--- src/design/hcss_pkg.sv ---
package hcss_pkg;

  localparam logic       REQ_TIMEOUT = 1'b0;
  localparam logic       REQ_SET     = 1'b1;

  localparam logic [1:0] SEL_NONE = 2'd0;
  localparam logic [1:0] SEL_SEC  = 2'd1;
  localparam logic [1:0] SEL_MIN  = 2'd2;
  localparam logic [1:0] SEL_HOUR = 2'd3;

  localparam logic [7:0] TPS_RESET   = 8'd10;
  localparam logic [6:0] SEC_WRAP    = 7'd60;
  localparam logic [6:0] MIN_WRAP    = 7'd60;
  localparam logic [7:0] HOUR_WRAP   = 8'd100;
  localparam logic [4:0] LED_LIMIT   = 5'd16;
  localparam logic [6:0] LED_FREEZE  = 7'd15;
  localparam logic [7:0] SEG_BLANK   = 8'hFF;

  typedef struct packed {
    logic [6:0] hour;
    logic [5:0] minute;
    logic [5:0] second;
    logic [4:0] led;
  } time_t;

  typedef struct packed {
    logic [7:0] hour_tens;
    logic [7:0] hour_ones;
    logic [7:0] min_tens;
    logic [7:0] min_ones;
    logic [7:0] sec_tens;
    logic [7:0] sec_ones;
  } seg_t;

  function automatic logic [7:0] digit_code(input logic [3:0] d);
    logic [7:0] c;
    case (d)
      4'd0:    c = 8'b11000000;
      4'd1:    c = 8'b11111001;
      4'd2:    c = 8'b10100100;
      4'd3:    c = 8'b10110000;
      4'd4:    c = 8'b10011001;
      4'd5:    c = 8'b10010010;
      4'd6:    c = 8'b10000010;
      4'd7:    c = 8'b11111000;
      4'd8:    c = 8'b10000000;
      4'd9:    c = 8'b10011000;
      default: c = SEG_BLANK;
    endcase
    return c;
  endfunction

  // quotient by 10 via reciprocal, exact for every 7-bit input (0 to 127)
  function automatic logic [3:0] div10(input logic [6:0] v);
    logic [13:0] p;
    p = 14'(v) * 14'd103;
    return p[13:10];
  endfunction

  function automatic logic [3:0] mod10(input logic [6:0] v);
    logic [6:0] r;
    r = v - 7'(div10(v)) * 7'd10;
    return r[3:0];
  endfunction

endpackage

--- src/design/hcss_seg_encode.sv ---
module hcss_seg_encode
  import hcss_pkg::*;
(
  input  time_t tm,
  output seg_t  seg
);

  always_comb begin
    seg.hour_tens = digit_code(div10(tm.hour));
    seg.hour_ones = digit_code(mod10(tm.hour));
    seg.min_tens  = digit_code(div10({1'b0, tm.minute}));
    seg.min_ones  = digit_code(mod10({1'b0, tm.minute}));
    seg.sec_tens  = digit_code(div10({1'b0, tm.second}));
    seg.sec_ones  = digit_code(mod10({1'b0, tm.second}));
  end

endmodule

--- src/design/hcss_time_core.sv ---
module hcss_time_core
  import hcss_pkg::*;
(
  input  logic       clk,
  input  logic       rst_n,
  input  logic       cfg_we,
  input  logic [7:0] cfg_wdata,
  input  logic       fire,
  input  logic       req_type,
  input  logic [9:0] switch_value,
  output logic       emit,
  output time_t      time_nxt
);

  logic [7:0] tps_r;
  logic [7:0] prescale_r, prescale_nxt;
  logic [5:0] sec_r, sec_nxt;
  logic [5:0] min_r, min_nxt;
  logic [6:0] hour_r, hour_nxt;
  logic [4:0] led_r, led_nxt;
  logic       frozen_r, frozen_nxt;

  logic [7:0] pre_inc;
  logic       tick;
  logic [6:0] sec_inc;
  logic [6:0] min_inc;
  logic [7:0] hour_inc;
  logic [1:0] sel;
  logic [5:0] val;

  assign pre_inc  = prescale_r + 8'd1;
  assign tick     = (pre_inc == tps_r);
  assign emit     = (req_type == REQ_SET) || tick;
  assign sec_inc  = {1'b0, sec_r} + 7'd1;
  assign min_inc  = {1'b0, min_r} + 7'd1;
  assign hour_inc = {1'b0, hour_r} + 8'd1;
  assign sel      = switch_value[9:8];
  assign val      = switch_value[5:0];

  always_comb begin
    prescale_nxt = prescale_r;
    sec_nxt      = sec_r;
    min_nxt      = min_r;
    hour_nxt     = hour_r;
    led_nxt      = led_r;
    frozen_nxt   = frozen_r;
    if (req_type == REQ_SET) begin
      case (sel)
        SEL_SEC:  sec_nxt  = val;
        SEL_MIN:  min_nxt  = val;
        SEL_HOUR: hour_nxt = {1'b0, val};
        default:  ;
      endcase
    end else if (!tick) begin
      prescale_nxt = pre_inc;
    end else begin
      prescale_nxt = 8'd0;
      if ((sec_r < 6'(LED_LIMIT)) && !frozen_r) begin
        led_nxt = sec_inc[4:0];
        if (sec_inc == LED_FREEZE) begin
          frozen_nxt = 1'b1;
        end
      end
      sec_nxt = sec_inc[5:0];
      if (sec_inc >= SEC_WRAP) begin
        sec_nxt = 6'd0;
        min_nxt = min_inc[5:0];
        if (min_inc >= MIN_WRAP) begin
          min_nxt  = 6'd0;
          hour_nxt = (hour_inc >= HOUR_WRAP) ? 7'd0 : hour_inc[6:0];
        end
      end
    end
  end

  assign time_nxt = '{hour: hour_nxt, minute: min_nxt, second: sec_nxt, led: led_nxt};

  always_ff @(posedge clk) begin
    if (!rst_n) begin
      tps_r      <= TPS_RESET;
      prescale_r <= 8'd0;
      sec_r      <= 6'd0;
      min_r      <= 6'd0;
      hour_r     <= 7'd0;
      led_r      <= 5'd0;
      frozen_r   <= 1'b0;
    end else begin
      if (cfg_we) begin
        tps_r <= cfg_wdata;
      end
      if (fire) begin
        prescale_r <= prescale_nxt;
        sec_r      <= sec_nxt;
        min_r      <= min_nxt;
        hour_r     <= hour_nxt;
        led_r      <= led_nxt;
        frozen_r   <= frozen_nxt;
      end
    end
  end

  a_tick_clears_prescale: assert property (@(posedge clk) disable iff (!rst_n)
    fire && (req_type == REQ_TIMEOUT) && tick |=> prescale_r == 8'd0)
    else $error("prescaler not cleared after a second");

  a_sec_wraps: assert property (@(posedge clk) disable iff (!rst_n)
    fire && (req_type == REQ_TIMEOUT) && tick |=> sec_r < 6'(SEC_WRAP))
    else $error("seconds out of range after advance");

  a_frozen_holds: assert property (@(posedge clk) disable iff (!rst_n)
    frozen_r |=> frozen_r && $stable(led_r))
    else $error("frozen LED value changed");

  a_hour_range: assert property (@(posedge clk) disable iff (!rst_n)
    8'(hour_r) < HOUR_WRAP)
    else $error("hours out of range");

endmodule

--- src/design/hms_clock_seven_segment_core.sv ---
// Hours:minutes:seconds clock driving six active-low seven-segment digits.
// Input channel (in_valid/in_ready): one beat is a timer timeout
// (in_req_type = 0) or a set request (in_req_type = 1, in_switch_value
// bits 9..8 pick seconds, minutes or hours, bits 5..0 give the value).
// Output channel (out_valid/out_ready): one beat per finished second or per
// set request, carrying six digit codes and the LED value. A timeout that
// does not finish a second produces no beat.
// Configuration (cfg_valid/cfg_ready, always ready): cfg_data sets the
// number of timeouts per second; write only while the block is idle.
// An accepted beat is registered in the input register and evaluated there;
// its result, if any, is loaded into the output register when the beat is
// consumed, which waits while a held result is stalled by the receiver.
// Throughput: one beat per cycle while no result waits on the receiver; the
// clock state is updated combinationally between the input and output registers.
// When the receiver stalls, the output register holds its beat; a timeout
// that yields no result still drains, and input stalls only once a result
// is waiting behind the held one.
// Reset clears the clock to 00:00:00, the LED to zero and the per-second
// count to 10; both channels come out of reset empty.
module hms_clock_seven_segment_core
  import hcss_pkg::*;
(
  input  logic       clk,
  input  logic       rst_n,
  input  logic       cfg_valid,
  output logic       cfg_ready,
  input  logic [7:0] cfg_data,
  input  logic       in_valid,
  output logic       in_ready,
  input  logic       in_req_type,
  input  logic [9:0] in_switch_value,
  output logic       out_valid,
  input  logic       out_ready,
  output logic [7:0] out_seg_hour_tens,
  output logic [7:0] out_seg_hour_ones,
  output logic [7:0] out_seg_min_tens,
  output logic [7:0] out_seg_min_ones,
  output logic [7:0] out_seg_sec_tens,
  output logic [7:0] out_seg_sec_ones,
  output logic [4:0] out_led_pattern
);

  logic       s1_valid_r;
  logic       s1_req_r;
  logic [9:0] s1_sw_r;
  logic       out_valid_r, out_valid_nxt;
  seg_t       seg_r;
  logic [4:0] led_r;

  logic       emit;
  logic       consume;
  logic       load_out;
  time_t      time_nxt;
  seg_t       seg_nxt;

  assign cfg_ready = 1'b1;
  assign consume   = s1_valid_r && (!emit || !out_valid_r || out_ready);
  assign load_out  = consume && emit;
  assign in_ready  = !s1_valid_r || consume;

  hcss_time_core u_core (
    .clk          (clk),
    .rst_n        (rst_n),
    .cfg_we       (cfg_valid),
    .cfg_wdata    (cfg_data),
    .fire         (consume),
    .req_type     (s1_req_r),
    .switch_value (s1_sw_r),
    .emit         (emit),
    .time_nxt     (time_nxt)
  );

  hcss_seg_encode u_enc (
    .tm  (time_nxt),
    .seg (seg_nxt)
  );

  always_comb begin
    out_valid_nxt = out_valid_r;
    if (load_out) begin
      out_valid_nxt = 1'b1;
    end else if (out_ready) begin
      out_valid_nxt = 1'b0;
    end
  end

  always_ff @(posedge clk) begin
    if (!rst_n) begin
      s1_valid_r  <= 1'b0;
      out_valid_r <= 1'b0;
    end else begin
      if (in_ready) begin
        s1_valid_r <= in_valid;
      end
      out_valid_r <= out_valid_nxt;
    end
  end

  always_ff @(posedge clk) begin
    if (in_ready && in_valid) begin
      s1_req_r <= in_req_type;
      s1_sw_r  <= in_switch_value;
    end
    if (load_out) begin
      seg_r <= seg_nxt;
      led_r <= time_nxt.led;
    end
  end

  assign out_valid         = out_valid_r;
  assign out_seg_hour_tens = seg_r.hour_tens;
  assign out_seg_hour_ones = seg_r.hour_ones;
  assign out_seg_min_tens  = seg_r.min_tens;
  assign out_seg_min_ones  = seg_r.min_ones;
  assign out_seg_sec_tens  = seg_r.sec_tens;
  assign out_seg_sec_ones  = seg_r.sec_ones;
  assign out_led_pattern   = led_r;

  a_no_overwrite: assert property (@(posedge clk) disable iff (!rst_n)
    out_valid_r && !out_ready |-> !load_out)
    else $error("held result overwritten");

  a_stall_blocks_input: assert property (@(posedge clk) disable iff (!rst_n)
    s1_valid_r && emit && out_valid_r && !out_ready |-> !in_ready)
    else $error("input taken while result is blocked");

  a_timeout_drains: assert property (@(posedge clk) disable iff (!rst_n)
    s1_valid_r && !emit |-> consume)
    else $error("silent timeout not drained");

endmodule
--- config.mk ---
export PLATFORM = sky130hd
export DESIGN_NAME = hms_clock_seven_segment_core
export DESIGN_NICKNAME = d
export VERILOG_FILES = /design/src/design/hcss_pkg.sv /design/src/design/hcss_seg_encode.sv /design/src/design/hcss_time_core.sv /design/src/design/hms_clock_seven_segment_core.sv
export SDC_FILE = /design/constraint.sdc
export NUM_CORES = 1
export LEC_CHECK = 0
export BUFFER_PORTS_ARGS = -buffer_cell sky130_fd_sc_hd__buf_2
export CAP_MARGIN = 20
export CORE_MARGIN = 5
export CORE_UTILIZATION = 50
export DETAILED_ROUTE_END_ITERATION = 12
export GPL_TIMING_DRIVEN = 0
export PLACE_DENSITY = 0.73
export SETUP_SLACK_MARGIN = 0.3
export SLEW_MARGIN = 20
export SYNTH_ARGS = -nofsm -noshare
export SYNTH_HDL_FRONTEND = slang
export SYNTH_SLANG_ARGS = --single-unit
--- constraint.sdc ---
create_clock -name clk -period 10.3 [get_ports clk]
set_clock_uncertainty 0.1 [all_clocks]
set_input_delay 0.515 -clock clk [delete_from_list [all_inputs] [get_ports clk]]
set_output_delay 0.515 -clock clk [all_outputs]
set_load 0.03 [all_outputs]
# --- Word level (Yosys, flattened, before mapping) ---
# Memory sizes are Yosys's and may differ from the RTL's. A register that Yosys moved wholly into a read port is not among the register bits.
# Index checks and enable logic that the tools add are counted.
totals:
  memories: 6
  reg_bits: 107
  output_inout_bits: 56
  romBits: 560
  in_bits: 24
classes:
  reduce_logical: 15
  n_addsub: 7
  n_mux: 21
  magnitude_cmp: 4
  bitwise: 1
  n_mul: 6
  eq_ne: 5
mem_list:
  columns: ["name", "words", "word_bits", "read_ports", "rd_ports_with_merged_regs", "write_ports", "line_no", "rtl"]
  rows:
  - ["(no name shown)", 16, 7, 1, 1, 0, "hcss_pkg.sv:37", "case (d)"]
  - ["(no name shown)", 16, 7, 1, 1, 0, "hcss_pkg.sv:37", null]
  - ["(no name shown)", 16, 7, 1, 1, 0, "hcss_pkg.sv:37", null]
  - ["(no name shown)", 16, 7, 1, 1, 0, "hcss_pkg.sv:37", null]
  - ["(no name shown)", 8, 7, 1, 1, 0, "hcss_pkg.sv:37", null]
  - ["(no name shown)", 8, 7, 1, 1, 0, "hcss_pkg.sv:37", null]
op_table:
  columns: ["operator", "n"]
  rows:
  - ["$mux 6", 9]
  - ["$mux 7", 6]
  - ["$mul 6x7->13 const B", 2]
  - ["$mux 5", 3]
  - ["$add 6x1->7 const B", 2]
  - ["$ge 7x6->1 const B", 2]
  - ["$mul 7x7->14 const B", 1]
  - ["$sub 4x4->4", 3]
  - ["$add 7x1->8 const B", 1]
  - ["$add 8x1->8 const B", 1]
  - ["$eq 8x8->1", 1]
  - ["$ge 8x7->1 const B", 1]
  - ["$mux 8", 1]
  - ["$eq 7x4->1 const B", 1]
  - ["$lt 6x5->1 const B", 1]
  - ["$mul 3x3->3 const B", 2]
  - ["$reduce_and 5->1", 1]
  - ["$eq 2x2->1 const B", 2]
  - ["$logic_and 1x1->1", 4]
  - ["$logic_not 1->1", 4]
  - ["$logic_or 1x1->1", 4]
  - ["$mul 4x3->3 const B", 1]
  - ["$eq 2x1->1 const B", 1]
  - ["$mux 1", 2]
  - ["3 further kinds", 3]

# --- Logic depth before layout (Yosys ltp) ---
logic_depth:
  ltp_word: 10
  mapped_depth: 34
  depth_no_buf: 32

# --- Hierarchy ---
# A second synthesis with hierarchy kept.
hier_totals:
  cells_unflattened: 1032
  hier_area_um2: 9352.7
modules_own_cells:
  columns: ["module", "n_inst", "area_per_inst_um2", "cells_each", "seq_area_each_um2"]
  rows:
  - ["hcss_seg_encode", 1, 4177.8, 532, 0.0]
  - ["hcss_time_core", 1, 3124.2, 422, 820.8]
  - ["hms_clock_seven_segment_core", 1, 2050.7, 78, 1961.9]

# --- Least setup slack after synthesis ---
# Ideal clock, no wire load.
synth_timing:
  path_kind: "register to register"
  from: "register u_core.sec_r[0]"
  to: "register out_seg_hour_ones[3] (netlist name)"
  path_stages_with_launch: 30
  path_buffers: 1
  synth_period_minus_slack_ns: 7.573
  path_slack_ns: 2.727
  arrival_ns: 7.211
  t_required_ns: 9.938
  path_cell_list: "dfxtp_1 ha_1 clkbuf_1 nand2b_1 or3_1 a311oi_4 and2_1 nand3_1 o31a_1 o21ai_0 ha_1 inv_1 fa_1 inv_1 fa_1 ha_1 ha_1 a2111oi_0 nand2_1 o22ai_1 nor2_1 nor2_1 xor2_1 xor2_1 ha_1 a21oi_1 xnor3_1 nor2b_1 a211oi_1 a21oi_1"
synth_rtl:
  columns: ["item", "line_no", "rtl"]
  rows:
  - ["from (decl)", "hcss_time_core.sv:17", "logic [5:0] sec_r, sec_nxt;"]
  - ["from (signal assigned)", "hcss_time_core.sv:93", "sec_r <= sec_nxt;"]

==> flow_metrics.env <==
export IMPL_max_slew_margin=0.334
export IMPL_leakage_nw=4.08
export IMPL_die_x_microns=138
export IMPL_cts_buffers=9
export IMPL_wl_per_cell_microns=15.3
export IMPL_synth_cell_types=80
export IMPL_via_per_inst=5.48
export IMPL_synth_largest_area_cell="edfxtp_1"
export IMPL_synth_ff_type="edfxtp_1"
export IMPL_diodes=0
export IMPL_htree_levels=3
export IMPL_post_cts_resized=0
export IMPL_rows=46
export IMPL_worst_slew_pin_slew_ps=996
export IMPL_crit_path_end_kind="register"
export IMPL_status="complete, no violations"
export IMPL_start_kind="register"
export IMPL_post_cts_buffers=0
export IMPL_cts_tree="built"
export IMPL_synth_top_area_frac=0.205
export IMPL_ff2ff_path_depth=31
export IMPL_timing_final_crit_share=0.867
export IMPL_dp_hpwl_mm=14.1
export IMPL_grt_max_degree=30
export IMPL_grt_pass1_wl_mm=30.8
export IMPL_hold_depth=1
export IMPL_top_level_ports=80
export IMPL_clkLatencyLatePin_ps=360
export IMPL_pre_cts_ws_ps=1460
export IMPL_syn_cell_area_sq_um=8210
export IMPL_tns_ps=0
export IMPL_syn_to_final_growth_pct=11.6
export IMPL_setup_viol=0
export IMPL_crit_required_ps=10310
export IMPL_max_cap_violations=0
export IMPL_grtUsageTotal=0.191
export IMPL_clock_sinks=99
export IMPL_worstHoldPathType="input pin to register"
export IMPL_routed_wl_mm=18.4
export IMPL_r2r_start="u_core.sec_r[0]"
export IMPL_powerDensity_nw_per_um2=171
export IMPL_async_flop_share=0
export IMPL_finalHoldViolCount=0
export IMPL_port_buffers=69
export IMPL_drt_iter0_markers=482
export IMPL_clockBufferDepth=2
export IMPL_fin_ws_ps=1370
export IMPL_min_to="s1_req_r"
export IMPL_period_needed_ps=8930
export IMPL_critPathKind="register to register"
export IMPL_arrival_ps=8940
export IMPL_root_buffer="clkbuf_16"
export IMPL_peakVddDrop_mv=0.163
export IMPL_worstPathMaxFanout=10
export IMPL_clk_pin_slew_worst_paths_ps=80
export IMPL_die_h_microns=138
export IMPL_layout_nets=1140
export IMPL_start_util=0.513
export IMPL_ys_top_cells_by_area="edfxtp_1 20%, ha_1 17%, dfxtp_1 10%"
export IMPL_switching_power_mw=0.618
export IMPL_grt_ovfl_total=0
export IMPL_gp_congestion=0.914
export IMPL_first_pass_iters=5
export IMPL_drive_gt1_frac=0.126
export IMPL_crit_reg2reg_capture="out_seg_hour_ones[3]"
export IMPL_ys_warn_count=0
export IMPL_rsz0062_at_grt="no"
export IMPL_antenna_found_initial=1
export IMPL_vias=6587
export IMPL_yosysSeqAreaShare=0.310
export IMPL_fmax_mhz=112
export IMPL_cp_common_cell="ha_1"
export IMPL_hold_slack_ps=229
export IMPL_synth_edff_count=56
export IMPL_slew_viol_final=0
export IMPL_fp_coreArea_sq_um=16000
export IMPL_cts_hold_fix_buffers=0
export IMPL_reg2reg_setup_slack_ps=1370
export IMPL_ys_ff_latch=99
export IMPL_critPathSlowestCell="a211oi_1"
export IMPL_grt_pass1_vias=6341
export IMPL_synth_commonest_cells="109 x ha_1, 82 x inv_1, 82 x nor2_1"
export IMPL_synth_most_common_cell="ha_1"
export IMPL_switching_share=0.394
export IMPL_power_frac_seq=0.323
export IMPL_internal_power_mw=0.951
export IMPL_drc=0
export IMPL_synthCells=895
export IMPL_max_stage_delay_ps=810
export IMPL_hold_start="in_req_type"
export IMPL_clkPwrFrac=0.218
export IMPL_ant_nets=0
export IMPL_avgSynthCellArea_sq_um=9.17
export IMPL_comb_power_share=0.459
export IMPL_die_area_sq_um=19100
## how the worst max path moves through the flow
stage | slack [ps] | to | startpoint
2_1_floorplan | 2730 | out_seg_hour_ones[3] | u_core.sec_r[0]
3_3_place_gp | 1510 | out_seg_hour_ones[3] | u_core.sec_r[1]
3_5_place_dp | 1460 | out_seg_hour_ones[3] | u_core.prescale_r[0]
4_1_cts | 1440 | out_seg_hour_ones[3] | u_core.prescale_r[0]
5_1_grt | 790 | out_seg_hour_ones[3] | u_core.sec_r[0]
6_report | 1370 | out_seg_hour_ones[3] | u_core.sec_r[0]
## power groups by stage
stage | registers (mW) | clock network (mW) | logic [mW]
global route | 0.509 | 0.367 | 0.822
detailed placement | 0.515 | 0 | 0.721
finish | 0.506 | 0.343 | 0.720
global placement | 0.516 | 0 | 0.702
CTS | 0.506 | 0.348 | 0.726
floorplan | 0.560 | 0 | 0.516
## worst max-delay path: cells and delay by family (launching register included)
kind / cells / cell delay, ps
xor+xnor: 3 / 1100
flops: 1 / 370
buf+inv: 4 / 680
fa+ha+maj: 7 / 2250
compound gates: 7 / 2440
simple gates: 10 / 1720
## flip-flops by register name, indices dropped and copies added, names as in the netlist, 7 cells and up
register           cells
s1_sw_r                8
out_seg_min_tens       7
out_seg_sec_tens       7
out_seg_hour_tens      7
out_seg_sec_ones       7
u_core.tps_r           8
u_core.hour_r          7
out_seg_min_ones       7
u_core.prescale_r      8
out_seg_hour_ones      7
## routing by layer
layer,routed length [microns],part of all wire,GRT usage,up-vias
met3,881,0.048,0.0297,28
met4,335,0.018,0.0619,2
met1,8450,0.46,0.258,3076
met2,8770,0.48,0.314,152
li1,-,-,-,3329
met5,7,0.00038,0,-
## cell type report
class	instances	area, sq um
fill	1492	6840
multi-input combinational	674	5170
sequential	99	2540
timing repair buffer	70	365
inverter	82	308
tap	216	270
clock buffer	9	225
buffer	46	215
clock inverter	7	62.6
## cells by family (layout without fill, tap and decap cells)
logic type	after synthesis	after routing	share of synthesized area
buffers and inverters	128	214	0.0637
other	1	7	0.000457
multiplexers	22	22	0.0284
AND/OR/NAND/NOR	272	272	0.160
flip-flops	99	99	0.310
adder cells (fa/ha/maj)	134	134	0.227
XOR/XNOR	37	37	0.0430
AO/OA/AOI/OAI	202	202	0.168
## cells in the final DEF (no fill, tap or decap), types with 5 or more instances in the layout
master     netlist  layout
o21ai_0         31      31
o21a_1          12      12
o31ai_1          6       6
fa_1            25      25
nor2_1          82      81
buf_2            1      70
or3_1            9       9
mux2i_1         15      15
dfxtp_1         43      43
a31oi_1         14      14
ha_1           109     109
buf_4            9       9
and3_1           9       9
nand3_1         22      22
a21o_1           5       5
xor2_1          14      14
clkbuf_1        32      32
xnor2_1         20      20
edfxtp_1        56      56
nand2b_1         7       7
clkbuf_16        0       9
nor2b_1         13      13
nand4_1          5       5
a21oi_1         66      66
a211oi_1        18      18
conb_1           1       7
inv_1           82      82
mux2_2           6       6
nor3_1          17      17
and2_1          10      10
nand2_1         74      74
## stage by stage
step	power, mW	area, sq um	std cells	utilization
6_report	1.57	9160	1203	0.573
5_1_grt	1.70	9160	1203	0.573
4_1_cts	1.58	9160	1203	0.573
3_5_place_dp	1.24	8870	1187	0.555
3_3_place_gp	1.22	8850	1186	0.553
2_1_floorplan	1.08	8230	901	-
No activity file was read; power rests on OpenSTA's default activity.
